[config.mk]
export PLATFORM = sky130hd
export DESIGN_NAME = adsr_regs
export DESIGN_NICKNAME = d
export VERILOG_FILES = /design/src/hw/rtl/adsr_pkg.sv /design/src/hw/rtl/adsr_regs.sv
export SDC_FILE = /design/constraint.sdc
export NUM_CORES = 1
export LEC_CHECK = 0
export ABC_AREA = 1
export BUFFER_PORTS_ARGS = -buffer_cell sky130_fd_sc_hd__clkbuf_2
export CAP_MARGIN = 15
export CORE_ASPECT_RATIO = 1.2
export CORE_UTILIZATION = 23
export CTS_CLUSTER_SIZE = 16
export DETAILED_ROUTE_END_ITERATION = 6
export SKIP_LAST_GASP = 1
export SLEW_MARGIN = 10
export SYNTH_ARGS = -nofsm -noshare
export SYNTH_HDL_FRONTEND = slang
export SYNTH_SLANG_ARGS = --single-unit
[constraint.sdc]
create_clock -name clk -period 2.9 [get_ports clk]
set_clock_uncertainty 0.15 [all_clocks]
set_input_delay 0.145 -clock clk [delete_from_list [all_inputs] [get_ports clk]]
set_output_delay 0.145 -clock clk [all_outputs]
set_load 0.02 [all_outputs]
[src/hw/rtl/adsr_pkg.sv]
// ----------------------------------------------------------------------------
// ADSR envelope level package
// Shared widths, register map, reset values and the configuration struct.
// ----------------------------------------------------------------------------
package adsr_pkg;

    localparam int DUR_BITS       = 24;
    localparam int LEVEL_BITS     = 16;
    localparam int ADDR_BITS      = 5;
    localparam int DATA_BITS      = 32;
    localparam int IDX_BITS       = 3;

    localparam int TIME_BITS_DEF  = 32;
    localparam int LEVEL_FRAC_DEF = 15;

    localparam logic [IDX_BITS-1:0] REG_ATTACK  = 3'd0;
    localparam logic [IDX_BITS-1:0] REG_DECAY   = 3'd1;
    localparam logic [IDX_BITS-1:0] REG_RELEASE = 3'd2;
    localparam logic [IDX_BITS-1:0] REG_PEAK    = 3'd3;
    localparam logic [IDX_BITS-1:0] REG_HOLD    = 3'd4;

    localparam logic [DUR_BITS-1:0]   ATTACK_RST  = 24'd4410;
    localparam logic [DUR_BITS-1:0]   DECAY_RST   = 24'd4410;
    localparam logic [DUR_BITS-1:0]   RELEASE_RST = 24'd8820;
    localparam logic [LEVEL_BITS-1:0] PEAK_RST    = 16'd32768;
    localparam logic [LEVEL_BITS-1:0] HOLD_RST    = 16'd32768;

    typedef struct packed {
        logic [DUR_BITS-1:0]   attack_ticks;
        logic [DUR_BITS-1:0]   decay_ticks;
        logic [DUR_BITS-1:0]   release_ticks;
        logic [LEVEL_BITS-1:0] peak_level;
        logic [LEVEL_BITS-1:0] hold_level;
    } cfg_t;

endpackage

[src/hw/rtl/adsr_regs.sv]
// ----------------------------------------------------------------------------
// ADSR configuration registers
// APB-style register file holding the envelope durations and levels.
// ----------------------------------------------------------------------------
module adsr_regs (
    input  logic                           clk,
    input  logic                           rst_n,
    input  logic                           psel,
    input  logic                           penable,
    input  logic                           pwrite,
    input  logic [adsr_pkg::ADDR_BITS-1:0] paddr,
    input  logic [adsr_pkg::DATA_BITS-1:0] pwdata,
    output logic [adsr_pkg::DATA_BITS-1:0] prdata,
    output logic                           pready,
    output adsr_pkg::cfg_t                 cfg
);

    adsr_pkg::cfg_t                  cfg_reg;
    logic [adsr_pkg::IDX_BITS-1:0]   idx;
    logic                            wr_en;

    assign pready = 1'b1;
    assign idx    = paddr[adsr_pkg::ADDR_BITS-1:2];
    assign wr_en  = psel & penable & pwrite & pready;
    assign cfg    = cfg_reg;

    always_ff @(posedge clk or negedge rst_n)
    begin
        if (!rst_n)
        begin
            cfg_reg.attack_ticks  <= adsr_pkg::ATTACK_RST;
            cfg_reg.decay_ticks   <= adsr_pkg::DECAY_RST;
            cfg_reg.release_ticks <= adsr_pkg::RELEASE_RST;
            cfg_reg.peak_level    <= adsr_pkg::PEAK_RST;
            cfg_reg.hold_level    <= adsr_pkg::HOLD_RST;
        end
        else if (wr_en)
        begin
            unique case (idx)
                adsr_pkg::REG_ATTACK:
                    cfg_reg.attack_ticks  <= pwdata[adsr_pkg::DUR_BITS-1:0];
                adsr_pkg::REG_DECAY:
                    cfg_reg.decay_ticks   <= pwdata[adsr_pkg::DUR_BITS-1:0];
                adsr_pkg::REG_RELEASE:
                    cfg_reg.release_ticks <= pwdata[adsr_pkg::DUR_BITS-1:0];
                adsr_pkg::REG_PEAK:
                    cfg_reg.peak_level    <= pwdata[adsr_pkg::LEVEL_BITS-1:0];
                adsr_pkg::REG_HOLD:
                    cfg_reg.hold_level    <= pwdata[adsr_pkg::LEVEL_BITS-1:0];
                default:
                begin
                end
            endcase
        end
    end

    always_comb
    begin
        unique case (idx)
            adsr_pkg::REG_ATTACK:
                prdata = adsr_pkg::DATA_BITS'(cfg_reg.attack_ticks);
            adsr_pkg::REG_DECAY:
                prdata = adsr_pkg::DATA_BITS'(cfg_reg.decay_ticks);
            adsr_pkg::REG_RELEASE:
                prdata = adsr_pkg::DATA_BITS'(cfg_reg.release_ticks);
            adsr_pkg::REG_PEAK:
                prdata = adsr_pkg::DATA_BITS'(cfg_reg.peak_level);
            adsr_pkg::REG_HOLD:
                prdata = adsr_pkg::DATA_BITS'(cfg_reg.hold_level);
            default:
                prdata = '0;
        endcase
    end

endmodule

-- Word level (Yosys, flattened, before mapping)
Cells that the tools add are included.
- memories: 0
- memory bits (writable): 0
- input port bits: 42
- logic and storage cells: 18
- memory bits (read-only): 0
- flip-flop bits (word level): 104
- output and inout port bits: 137
- latch bits: 0
- reductions and logical operators: 6
- add/subtract/negate cells: 0
- magnitude comparators: 0
- shift operators: 0
- equal/unequal tests: 4
- $mul: 0
- div/mod/pow operators: 0
- bitwise operators: 2
- muxes and demuxes: 1
- operators by type and width (kind ; number):
    24-bit case mux with 5 select lines ; 1
    2-bit AND reduction ; 5
    3-bit by 2-bit equality test with 1-bit output (second input constant) ; 2
    3-bit by 1-bit equality test with 1-bit output (second input constant) ; 1
    3-bit equality test (second input constant) ; 1
    3-bit logical NOT ; 1
    1-bit bitwise AND ; 2

-- Depth between registers and ports, before layout
- word-level depth: 3
- depth in mapped cells: 9
- gate-level depth less buffers: 7

-- Least setup slack after synthesis
Ideal clock, no wire load.
- path type: input to output
- start: in paddr[4] (netlist bit)
- end: out prdata[21] (netlist bit)
- cell stages on the path: 7
- buffers on the path: 2
- path slack: 1.440 ns
- data arrival time: 1.165 ns
- data required time: 2.605 ns
- cell sequence: buf_4 inv_2 nand3_2 inv_2 clkbuf_1 nand2_1 nand3_1
- cells in the longest elaborated chain, start to end: 2
- elaborated cells on any way between the ends: 6
- those cells by class: eq/ne (4); mux (1); reduce/logical (1)
- RTL lines (what ; RTL line ; RTL):
    start: declaration ; adsr_regs.sv:11 ; input logic [adsr_pkg::ADDR_BITS-1:0] paddr,
    3-bit equality test (tied with other cells) ; adsr_regs.sv:59 ; unique case (idx)
    24-bit case mux with 5 select lines * ; adsr_regs.sv:59 ;
    end: declaration ; adsr_regs.sv:13 ; output logic [adsr_pkg::DATA_BITS-1:0] prdata,
Every way passes the cells marked *; elsewhere a longest branch is shown, timed or not.

-- Final worst setup path
- start: in paddr[4] (netlist bit)
- end: out prdata[15] (netlist bit)
The elaborated chain is that of the path after synthesis.

==> out/metrics.cfg <==
[timing]
timing.final.crit_share_pct=69.6
drv_slew=0
fmax_ghz=0.495
fin_crit_ps=2020
rsz0062_at_grt=false
setup_violations=0
setup_tns_ps=0
slew_headroom_pct=59.2
fin_hold_ws_ps=98.2
setup_slack_ps=880
hold_violations=0
tightestPinTransition_ps=610

[place]
hpwl_mm=11.5
place_inst=1013
gp_congestion=0.793
io_buffers=159
place_ws_ps=818

[finish]
area_growth_pct=33.8
drive_above_1_share_pct=29.7
nets=821
num_antenna_cells=0
largest_reg_flops=104
utilization_pct=31.4
instances_no_fill=1054

[setup_path]
critical_path.max_stage_delay_ps=480
path_common_cell=clkbuf_2
required_ps=2610
end_kind=output pin
critical_path_class=in2out
cp_num_buf_inv=4
critical_path_arrival_ps=1720
cp_max_fo=25
critPathSlowestCell=nand3_2
path_cells=clkbuf_2 > inv_2 > nand3_2 > o21ai_0 > inv_1 > nand2_1 > clkbuf_2
startpoint_type=input pin
cpLargestDelayFamily=buffers and inverters

[run]
cap_viol_max_count=0

[synthesis]
yosysTopAreaCell=dfrtp_1
postSynth.asyncResetShare_pct=100
synth_ff_type=dfrtp_1
synth_top_area_share_pct=42.7
netlist_area_mm2=0.00493
yosys-top-cells-area=dfrtp_1 (43%), nand2_1 (15%), dfstp_2 (11%)
yosys_warnings=0
synth_cells=602
synth.avg_cell_area_um2=8.18
yosysUniqueCellTypes=23
ys_seq_area_share_pct=53.3
synth_edf_count=0
synth_seq_cells=104
synthMostInstantiatedCell=nand2_1
ys_top_cells_by_count=nand2_1 (191), dfrtp_1 (84), o21ai_1 (61)

[hold_path]
min_path_type=in2async

[clock_network]
post-cts-setup-buffers=0
tritoncts=yes
cts_hold_buf=25
htreeDepth=3
clkLatencyLatePin_ps=350
ctsResizeCount=0
clkTransAtPathRegs_ps=70
cts_made_buffers=9
cts_buffer_depth=2
clock-root-buffer=clkbuf_16
cts_num_sinks=104

[grt]
grt_pass1_vias=4323
grtUsageTotal_pct=15.6
grt_max_degree=51
met1_usage_pct=19.5
grt_overflow=0
antenna_found_initial=0
grt_use_met3_pct=3.95
grt_pass1_wl_mm=25.2
gr-max-usage-layer=met2
use_met2_pct=25.5

[power_and_ir_drop]
leakagePower_nw=3.46
powerDensity_mw_per_mm2=713
peakVddDrop_v=0.000277
p_int_mw=3.07
power_frac_comb_pct=26.8
power.clock.fraction_pct=30.7
power_switching_mw=1.63
p_sw_share_pct=34.7
power_frac_seq_pct=42.5

[floorplanning]
start_util_pct=23.5
die_area_mm2=0.0220
die_w_um=136
core_mm2=0.0210
row_count=58
die_y_um=162
io_pins=179

[routing]
drtAntennaViolNets=0
drt-initial-drc-count=244
drt-pass1-iter-count=5
viasPerCell=4.40
dr_total_vias=4637
route.detailed.drc=0
finalWirelength_mm=16.6
wl_per_cell_um=15.8

[run_status]
outcome=complete, no violations

[power by group through the flow]
stage | clock network (mW) | logic, mW | registers (mW)
final | 1.44 | 1.26 | 2.00
after floorplan | 0 | 0.420 | 2.32
after global placement | 0 | 1.23 | 2.01
after global routing | 1.54 | 1.39 | 2.04
after CTS | 1.48 | 1.28 | 2.00
after detailed placement | 0 | 1.25 | 2.02
[cells in the final DEF, fill, tap and decap left out]
master,n
inv_1,45
dfrtp_1,84
nand3_4,1
o21ai_0,45
clkbuf_8,2
nand3_1,42
nor2_1,24
conb_1,9
bufinv_16,3
inv_2,4
nand3_2,2
buf_12,2
clkbuf_16,9
nand2_1,191
clkinvlp_4,1
clkinv_2,2
dfstp_2,20
buf_4,19
clkbuf_2,158
dlygate4sd3_1,25
nor2_2,2
nor3_4,1
nand2_2,3
o21ai_2,4
nand4_1,25
o21ai_1,61
[worst register-to-register path, stage by stage (launching register included)]
cell and delay [ps]:
dfstp_2 530, inv_1 40, o21ai_0 170
[worst paths after layout]
check                          from          to  slack [ps]  cells past startpoint
max                        paddr[4]  prdata[15]         880                      7
max reg2reg                 cfg[31]     cfg[31]        1930                      2
min in group clk             pwrite     cfg[41]         300                      5
min                           rst_n      cfg[8]         100                      2
max in group asynchronous     rst_n     cfg[31]        1740                      3
min reg2reg                 cfg[88]     cfg[88]         330                      2
[layer usage]
layer | vias up | wire length [µm]
met2 | 163 | 7980
li1 | 2292 | -
met4 | 0 | 334
met1 | 2159 | 7240
met5 | - | 0
met3 | 23 | 1080
[per-stage QoR]
step / power (mW) / area [µm²]
floorplan: 2.74 / 4950
global placement: 3.25 / 5990
detailed placement: 3.27 / 5990
CTS: 4.76 / 6590
global route: 4.96 / 6590
finish: 4.70 / 6590
[cell families after synthesis]
| group | synth area share (%) |
|---|---|
| compound gates | 11.5 |
| buf+inv | 9.55 |
| flops | 53.3 |
| other cells | 0.152 |
| simple gates | 25.5 |
[layout make-up]
type	count	area, µm²
Clock inverter	5	103
Timing Repair Buffer	204	1220
Sequential cell	104	2630
Fill cell	2208	14400
Inverter	50	189
Multi-Input combinational cell	410	1860
Clock buffer	11	253
Tap cell	270	338
Power figures use the tool's default switching activity.
