**config.mk**
```make
export PLATFORM = sky130hd
export DESIGN_NAME = adsr_mul_div
export DESIGN_NICKNAME = d
export VERILOG_FILES = /design/src/hw/rtl/adsr_div_cell.sv /design/src/hw/rtl/adsr_mul_div.sv
export SDC_FILE = /design/constraint.sdc
export NUM_CORES = 2
export LEC_CHECK = 0
export BUFFER_PORTS_ARGS = -buffer_cell sky130_fd_sc_hd__buf_2
export CELL_PAD_IN_SITES_DETAIL_PLACEMENT = 0
export CELL_PAD_IN_SITES_GLOBAL_PLACEMENT = 1
export CORE_MARGIN = 2
export CORE_UTILIZATION = 47
export DETAILED_ROUTE_END_ITERATION = 8
export GPL_ROUTABILITY_DRIVEN = 0
export PLACE_DENSITY_LB_ADDON = 0.25
export SKIP_CTS_REPAIR_TIMING = 1
export SLEW_MARGIN = 20
export SYNTH_ARGS = -nofsm -noshare
export SYNTH_HDL_FRONTEND = slang
export SYNTH_SLANG_ARGS = --single-unit
```
**constraint.sdc**
```tcl
create_clock -name clk -period 7.2 [get_ports clk]
set_input_delay 0 -clock clk [delete_from_list [all_inputs] [get_ports clk]]
set_output_delay 0 -clock clk [all_outputs]
set_load 0.02 [all_outputs]
```
**src/hw/rtl/adsr_div_cell.sv**
```systemverilog
// ----------------------------------------------------------------------------
// ADSR divider cell
// One restoring-division cell: settles one quotient bit and hands the
// partial remainder, divisor, quotient and sideband to the next cell.
// ----------------------------------------------------------------------------
module adsr_div_cell #(
    parameter int RW  = 40,
    parameter int DW  = 24,
    parameter int QW  = 16,
    parameter int BIT = 0,
    parameter int SBW = 1
) (
    input  logic           clk,
    input  logic           rst_n,
    input  logic           up_valid,
    output logic           up_ready,
    input  logic [RW-1:0]  up_rem,
    input  logic [DW-1:0]  up_div,
    input  logic [QW-1:0]  up_quo,
    input  logic [SBW-1:0] up_sb,
    output logic           dn_valid,
    input  logic           dn_ready,
    output logic [RW-1:0]  dn_rem,
    output logic [DW-1:0]  dn_div,
    output logic [QW-1:0]  dn_quo,
    output logic [SBW-1:0] dn_sb
);

    logic           valid_reg;
    logic [RW-1:0]  rem_reg;
    logic [DW-1:0]  div_reg;
    logic [QW-1:0]  quo_reg;
    logic [SBW-1:0] sb_reg;
    logic [RW-1:0]  trial;
    logic           take;
    logic [RW-1:0]  rem_next;
    logic [QW-1:0]  quo_next;

    assign up_ready = !valid_reg || dn_ready;
    assign trial    = RW'(up_div) << BIT;
    assign take     = up_rem >= trial;
    assign rem_next = take ? up_rem - trial : up_rem;
    assign quo_next = take ? (up_quo | (QW'(1) << BIT)) : up_quo;

    always_ff @(posedge clk or negedge rst_n)
    begin
        if (!rst_n)
        begin
            valid_reg <= 1'b0;
        end
        else if (up_ready)
        begin
            valid_reg <= up_valid;
        end
    end

    always_ff @(posedge clk)
    begin
        if (up_ready && up_valid)
        begin
            rem_reg <= rem_next;
            div_reg <= up_div;
            quo_reg <= quo_next;
            sb_reg  <= up_sb;
        end
    end

    assign dn_valid = valid_reg;
    assign dn_rem   = rem_reg;
    assign dn_div   = div_reg;
    assign dn_quo   = quo_reg;
    assign dn_sb    = sb_reg;

endmodule

```
**src/hw/rtl/adsr_mul_div.sv**
```systemverilog
// ----------------------------------------------------------------------------
// ADSR multiply-divide chain
// Registered product followed by a row of divider cells, one quotient bit
// per cell, giving floor(mul_a * mul_b / div).
// ----------------------------------------------------------------------------
module adsr_mul_div #(
    parameter int DW  = 24,
    parameter int LW  = 16,
    parameter int SBW = 1
) (
    input  logic           clk,
    input  logic           rst_n,
    input  logic           up_valid,
    output logic           up_ready,
    input  logic [DW-1:0]  mul_a,
    input  logic [LW-1:0]  mul_b,
    input  logic [DW-1:0]  div,
    input  logic [SBW-1:0] up_sb,
    output logic           dn_valid,
    input  logic           dn_ready,
    output logic [LW-1:0]  quo,
    output logic [SBW-1:0] dn_sb
);

    localparam int RW = DW + LW;

    logic           m_valid_reg;
    logic [RW-1:0]  prod_reg;
    logic [DW-1:0]  div_reg;
    logic [SBW-1:0] sb_reg;

    logic [LW:0]    c_valid;
    logic [LW:0]    c_ready;
    logic [RW-1:0]  c_rem [LW+1];
    logic [DW-1:0]  c_div [LW+1];
    logic [LW-1:0]  c_quo [LW+1];
    logic [SBW-1:0] c_sb  [LW+1];

    assign up_ready = !m_valid_reg || c_ready[0];

    always_ff @(posedge clk or negedge rst_n)
    begin
        if (!rst_n)
        begin
            m_valid_reg <= 1'b0;
        end
        else if (up_ready)
        begin
            m_valid_reg <= up_valid;
        end
    end

    always_ff @(posedge clk)
    begin
        if (up_ready && up_valid)
        begin
            prod_reg <= RW'(mul_a) * RW'(mul_b);
            div_reg  <= div;
            sb_reg   <= up_sb;
        end
    end

    assign c_valid[0] = m_valid_reg;
    assign c_rem[0]   = prod_reg;
    assign c_div[0]   = div_reg;
    assign c_quo[0]   = '0;
    assign c_sb[0]    = sb_reg;

    for (genvar k = 0; k < LW; k++)
    begin : g_cell
        adsr_div_cell #(
            .RW  (RW),
            .DW  (DW),
            .QW  (LW),
            .BIT (LW - 1 - k),
            .SBW (SBW)
        ) u_cell (
            .clk      (clk),
            .rst_n    (rst_n),
            .up_valid (c_valid[k]),
            .up_ready (c_ready[k]),
            .up_rem   (c_rem[k]),
            .up_div   (c_div[k]),
            .up_quo   (c_quo[k]),
            .up_sb    (c_sb[k]),
            .dn_valid (c_valid[k+1]),
            .dn_ready (c_ready[k+1]),
            .dn_rem   (c_rem[k+1]),
            .dn_div   (c_div[k+1]),
            .dn_quo   (c_quo[k+1]),
            .dn_sb    (c_sb[k+1])
        );
    end

    assign c_ready[LW] = dn_ready;
    assign dn_valid    = c_valid[LW];
    assign quo         = c_quo[LW];
    assign dn_sb       = c_sb[LW];

endmodule

```
---- Yosys cells after proc, flatten, opt, wreduce, memory -nomap -nowiden ----
Index checks and enable logic that the tools add are counted.
storage, ports and cells
  logic and storage cells ................. 196
  bits in registers ....................... 1314
  memories kept ........................... 0
  ROM bits ................................ 0
  RAM bits ................................ 0
  latch bits .............................. 0
  input bits .............................. 69
operators by class
  reduce and logical (&&, ||, !) cells .... 51
  shift-type cells ........................ 0
  bitwise operators ....................... 0
  $lt $le $gt $ge ......................... 16
  multiply operators ...................... 1
  div/mod/pow operators ................... 0
  equality and inequality tests ........... 0
  $add $sub $neg .......................... 15
  mux-type cells .......................... 16
operators with widths
  operator          number
  $mux W40          15
  $ge A40 B24 Y1    1
  $ge A40 B25 Y1    1
  $ge A40 B26 Y1    1
  $ge A40 B27 Y1    1
  $ge A40 B28 Y1    1
  $ge A40 B29 Y1    1
  $ge A40 B30 Y1    1
  $ge A40 B31 Y1    1
  $ge A40 B32 Y1    1
  $ge A40 B33 Y1    1
  $ge A40 B34 Y1    1
  $ge A40 B35 Y1    1
  $ge A40 B36 Y1    1
  $ge A40 B37 Y1    1
  $ge A40 B38 Y1    1
  $ge A40 B39 Y1    1
  $mul A24 B16 Y40  1
  $sub A40 B25 Y40  1
  $sub A40 B26 Y40  1
  $sub A40 B27 Y40  1
  $sub A40 B28 Y40  1
  $sub A40 B29 Y40  1
  $sub A40 B30 Y40  1
  other kinds (13)  61

---- Logic depth before layout (Yosys ltp) ----
  word-level depth ........................ 19
  mapped depth ............................ 25

---- Modules after synthesis ----
From an unflattened synthesis, not the netlist that was laid out.
second synthesis, totals
  cell total of the unflattened synthesis .. 7701
  area, all modules ....................... 85395.7 um2
by module, submodules not included
  module                              area an instance (um2)  times used  sequential area each (um2)  cells each
  adsr_mul_div                        14525.2                 1           1976.9                      1530
  adsr_div_cell at g_cell[13].u_cell  4575.6                  1           2457.4                      411
  adsr_div_cell at g_cell[15].u_cell  4575.6                  1           2457.4                      412
  adsr_div_cell at g_cell[14].u_cell  4568.1                  1           2457.4                      408
  adsr_div_cell at g_cell[12].u_cell  4539.4                  1           2457.4                      395
  adsr_div_cell at g_cell[8].u_cell   4538.1                  1           2457.4                      414
  adsr_div_cell at g_cell[11].u_cell  4453.0                  1           2457.4                      406
  adsr_div_cell at g_cell[10].u_cell  4434.3                  1           2457.4                      392
  adsr_div_cell at g_cell[6].u_cell   4430.5                  1           2457.4                      375
  adsr_div_cell at g_cell[5].u_cell   4415.5                  1           2457.4                      390
  adsr_div_cell at g_cell[9].u_cell   4399.2                  1           2457.4                      372
  adsr_div_cell at g_cell[7].u_cell   4388.0                  1           2457.4                      376
  adsr_div_cell at g_cell[3].u_cell   4380.5                  1           2457.4                      375
  adsr_div_cell at g_cell[0].u_cell   4371.7                  1           2457.4                      374
  +3 rows                             -                       -           -                           -

---- Worst setup path before layout ----
Ideal clock, no wire load.
  path type ............................... flip-flop to flip-flop
  from .................................... register g_cell[15].u_cell.valid_reg
  to ...................................... register g_cell[5].u_cell.div_reg[0], enable pin
  clock period less this slack ............ 7.139 ns
  setup slack ............................. 0.061 ns
  buffers on the path ..................... 0
  stages on the path, launching flop included .. 8
  data arrival time ....................... 6.530 ns
  data required time ...................... 6.591 ns
  path through ............................ dfrtp_1 > nor2b_1 > nand3_1 > nor2_1 > and2_1 > and3_1 > and3_1 > a21boi_0
between the ends
  cells in the longest elaborated chain, start to end .. 13
ends and longest elaborated chain
  element                            RTL line             text
  from (decl)                        adsr_div_cell.sv:29  logic valid_reg;
  from (signal assigned)             adsr_div_cell.sv:53  valid_reg <= up_valid;
  $logic_not A1 Y1                   adsr_div_cell.sv:39  assign up_ready = !valid_reg || dn_ready;
  $logic_or A1 B1 Y1 (11 in series)  adsr_div_cell.sv:39
  $logic_and A1 B1 Y1                adsr_div_cell.sv:59  if (up_ready && up_valid)
  to (signal assigned)               adsr_div_cell.sv:62  div_reg <= up_div;
  to (decl)                          adsr_div_cell.sv:31  logic [DW-1:0] div_reg;
No other way between the ends.
A chain may end at the register's enable or synchronous reset.

---- Final worst setup path ----
  from .................................... input port mul_a[0]
  to ...................................... register prod_reg[37] (data pin)
between the ends
  cells in the longest elaborated chain, start to end .. 1
ends and longest elaborated chain
  element               RTL line            text
  from (decl)           adsr_mul_div.sv:15  input logic [DW-1:0] mul_a,
  $mul A24 B16 Y40      adsr_mul_div.sv:57  prod_reg <= RW'(mul_a) * RW'(mul_b);
  to (signal assigned)  adsr_mul_div.sv:57
  to (decl)             adsr_mul_div.sv:28  logic [RW-1:0] prod_reg;
No other way between the ends.

==> flow_metrics.env <==
export IMPL_rr_endpoint="g_cell[11].u_cell.dn_rem[8]"
export IMPL_clock_sinks=1194
export IMPL_cts_tree="done"
export IMPL_wl_per_cell_um=17.7
export IMPL_drc=0
export IMPL_ys_seq_elements=1194
export IMPL_worstPathArrival_ns=7.16
export IMPL_max_freq_mhz=152
export IMPL_antenna_found_initial=4
export IMPL_power_leakage_nw=33.7
export IMPL_die_width_um=402
export IMPL_wl_met1_um=60100
export IMPL_crit_path_end_kind="flop"
export IMPL_ff2ff_setup_slack_ns=2.93
export IMPL_finalSetupViolations=0
export IMPL_via_count=47900
export IMPL_synth_area_leaders="edfxtp_1 (48%), fa_1 (8.6%), ha_1 (8.4%), inv_1 (4.4%), xnor2_1 (3.0%)"
export IMPL_grt_max_degree=74
export IMPL_vdd_drop_max_mv=0.678
export IMPL_cts_reportedPaths_clkPinSlew_ns=0.07
export IMPL_rsz0062_at_grt="no"
export IMPL_cts_htree_levels=4
export IMPL_dp_cells=8688
export IMPL_cp_max_fo=16
export IMPL_wl_um=159000
export IMPL_critPathTopFamily="adder cells"
export IMPL_critical_path_max_stage_delay_ns=0.61
export IMPL_yosysTopAreaCellShare_pct=47.6
export IMPL_maxSlewHeadroom_pct=24.2
export IMPL_fin_setup_tns_ns=0
export IMPL_worst_pin_slew_ns=1.11
export IMPL_whs_ns=0.0304
export IMPL_rows=145
export IMPL_synth_cell_types=101
export IMPL_drt_vias_per_instance=5.34
export IMPL_p_total_w=0.0409
export IMPL_dieArea_um2=161000
export IMPL_initial_utilization_pct=47.5
export IMPL_max_cap_violations=0
export IMPL_slowest_stage="a2111oi_0"
export IMPL_area_growth_pct=10.4
export IMPL_numCtsBuffers=134
export IMPL_final_nets=7710
export IMPL_min_period_over_period_pct=91.2
export IMPL_cp_required_ns=7.79
export IMPL_cp_common_cell="fa_1"
export IMPL_path_depth=22
export IMPL_final_setup_worst_slack_ns=0.635
export IMPL_drt_first_pass_iters=5
export IMPL_final_antenna_net_count=0
export IMPL_synth_async_reset_ratio_pct=1.42
export IMPL_synthTopCellsByCount="edfxtp_1 (1177), inv_1 (866), nand2_1 (564), ha_1 (496), a21oi_1 (407)"
export IMPL_pre_cts_ws_ns=0.306
export IMPL_fin_crit_ns=6.56
export IMPL_hpwl_um=125000
export IMPL_routed_wl_met2_um=86700
export IMPL_grt_pass1_wl_um=253000
export IMPL_setup_worst_path_class="in -> reg"
export IMPL_yosysWarnings=0
export IMPL_stdcell_count=8986
export IMPL_coreArea_um2=157000
export IMPL_drive_above_1_share_pct=7.12
export IMPL_wl_met3_um=4930
export IMPL_status="finished clean"
export IMPL_ys_seq_area_share_pct=48.1
export IMPL_reg2reg_depth=13
export IMPL_synth_area_per_cell_um2=11.2
export IMPL_largest_reg_flops=600
export IMPL_dr_max_layer_used="met5"
export IMPL_rr_startpoint="g_cell[10].u_cell.dn_div[0]"
export IMPL_die_h_um=402
export IMPL_gr_total_overflow=0
export IMPL_grt_pass1_vias=48700
export IMPL_cp_start_kind="primary input"
export IMPL_track_usage_pct=19.6
export IMPL_hold_viol_final=0
export IMPL_power_density_nw_per_um2=499
export IMPL_fin_worst_skew_ns=0.0362
export IMPL_synth_ff_type="edfxtp_1"
export IMPL_synthesis_instances=6654
export IMPL_cts_root_buf="clkbuf_16"
export IMPL_worstPathCellList="dlygate4sd3_1 > buf_2 > nand2_1 > fa_1 > fa_1 > inv_1 > fa_1 > fa_1 > fa_1 > inv_1 > fa_1 > inv_1 > ha_1 > nand3_1 > a2111oi_0 > nor3_1 > a211oi_1 > nor3_1 > o31ai_1 > nand2_1 > and3_1 > nor3_1"
export IMPL_synth_edf_count=1177
export IMPL_hp_class="in -> reg"
export IMPL_critPathBufInv=5
export IMPL_io_pins=88
export IMPL_clk_latency_ns=0.76
export IMPL_crit_end="prod_reg[37]"
export IMPL_io_buffers=87
export IMPL_syn_nets=7540
export IMPL_clock_path_buffers=3
export IMPL_timing_critical_path_from="mul_a[0]"
export IMPL_yosysMostFrequentCell="edfxtp_1"
export IMPL_report_final_slew_viol_count=0
export IMPL_syn_cell_area_um2=74300
export IMPL_drt_iter0_drc=2496
export IMPL_synth_largest_area_cell="edfxtp_1"
## power by group
group,internal [W],switching (W)
sequential,0.0112,0.00125
combinational,0.00918,0.0127
clock,0.00374,0.00280
## worst register-to-register path: cells and delay by family (launching register included)
kind                       cells  cell delay, ns
AOI/OAI and AO/OA              5            1.71
buffers and inverters          3            0.75
adders and majority gates      2            0.63
DFF                            1            0.39
muxes                          1            0.37
and+or+nand+nor                2            0.19
## worst min path at each step
stage | startpoint | end | slack (ns) | depth (start not counted)
after floorplan | rst_n | g_cell[0].u_cell.dn_valid | -0.30 | 0
after global routing | mul_a[1] | prod_reg[1] | 0.02 | 3
after global placement | rst_n | g_cell[3].u_cell.dn_valid | -0.05 | 1
after detailed placement | rst_n | g_cell[3].u_cell.dn_valid | -0.04 | 1
final | mul_a[1] | prod_reg[1] | 0.03 | 3
after CTS | rst_n | g_cell[13].u_cell.dn_valid | -0.88 | 1
## cell usage in the layout (no fill, tap or decap), drive strengths merged, types with 16 or more instances in the layout
cell type,instances
or3,43
o21a,68
ha,496
nand2,564
nor2,366
clkbuf,163
nor3b,16
nand2b,77
a211oi,38
nor2b,66
a21boi,17
a31oi,33
and3,33
edfxtp,1177
o21bai,48
xnor2,255
nand4b,19
mux2,82
buf,137
clkinv,66
nand3,94
a2111oi,16
nor3,119
and2,195
xor2,181
a21o,170
o21ai,310
or2,20
nor4,60
nand4,67
fa,321
o31ai,34
dfrtp,17
o211ai,27
a21oi,407
inv,870
dlygate4sd3,57
## metrics by stage
step | area [um2] | utilization, %
after floorplan | 74300 | -
after global placement | 77100 | 49.3
after detailed placement | 77200 | 49.3
after CTS | 81400 | 52.0
after global routing | 82000 | 52.4
final | 82000 | 52.4
## layout make-up
class,instances,area [um2]
Multi-Input combinational cell,4432,34800
Clock buffer,162,3510
Fill cell,13800,74500
Sequential cell,1194,35800
Inverter,867,3250
Clock inverter,77,759
Antenna cell,1,2.50
Tap cell,2058,2570
Timing Repair Buffer,195,1400
## kinds of logic (layout without fill, tap and decap cells)
group	Yosys count	count (layout)	synth area share, %
other cells	0	1	0
simple gates	1794	1794	12.0
flops	1194	1194	48.1
fa+ha+maj	817	817	17.0
xor+xnor	436	436	5.14
mux	92	92	1.38
compound gates	1293	1293	11.1
buf+inv	1028	1301	5.32
## metal layers
metal | global-route usage, % | up-vias
li1 | - | 23700
met2 | 38.0 | 811
met5 | 0 | -
met3 | 2.72 | 350
met4 | 8.60 | 8
met1 | 21.0 | 23100
Note: power is estimated with default switching activity, not from simulation.
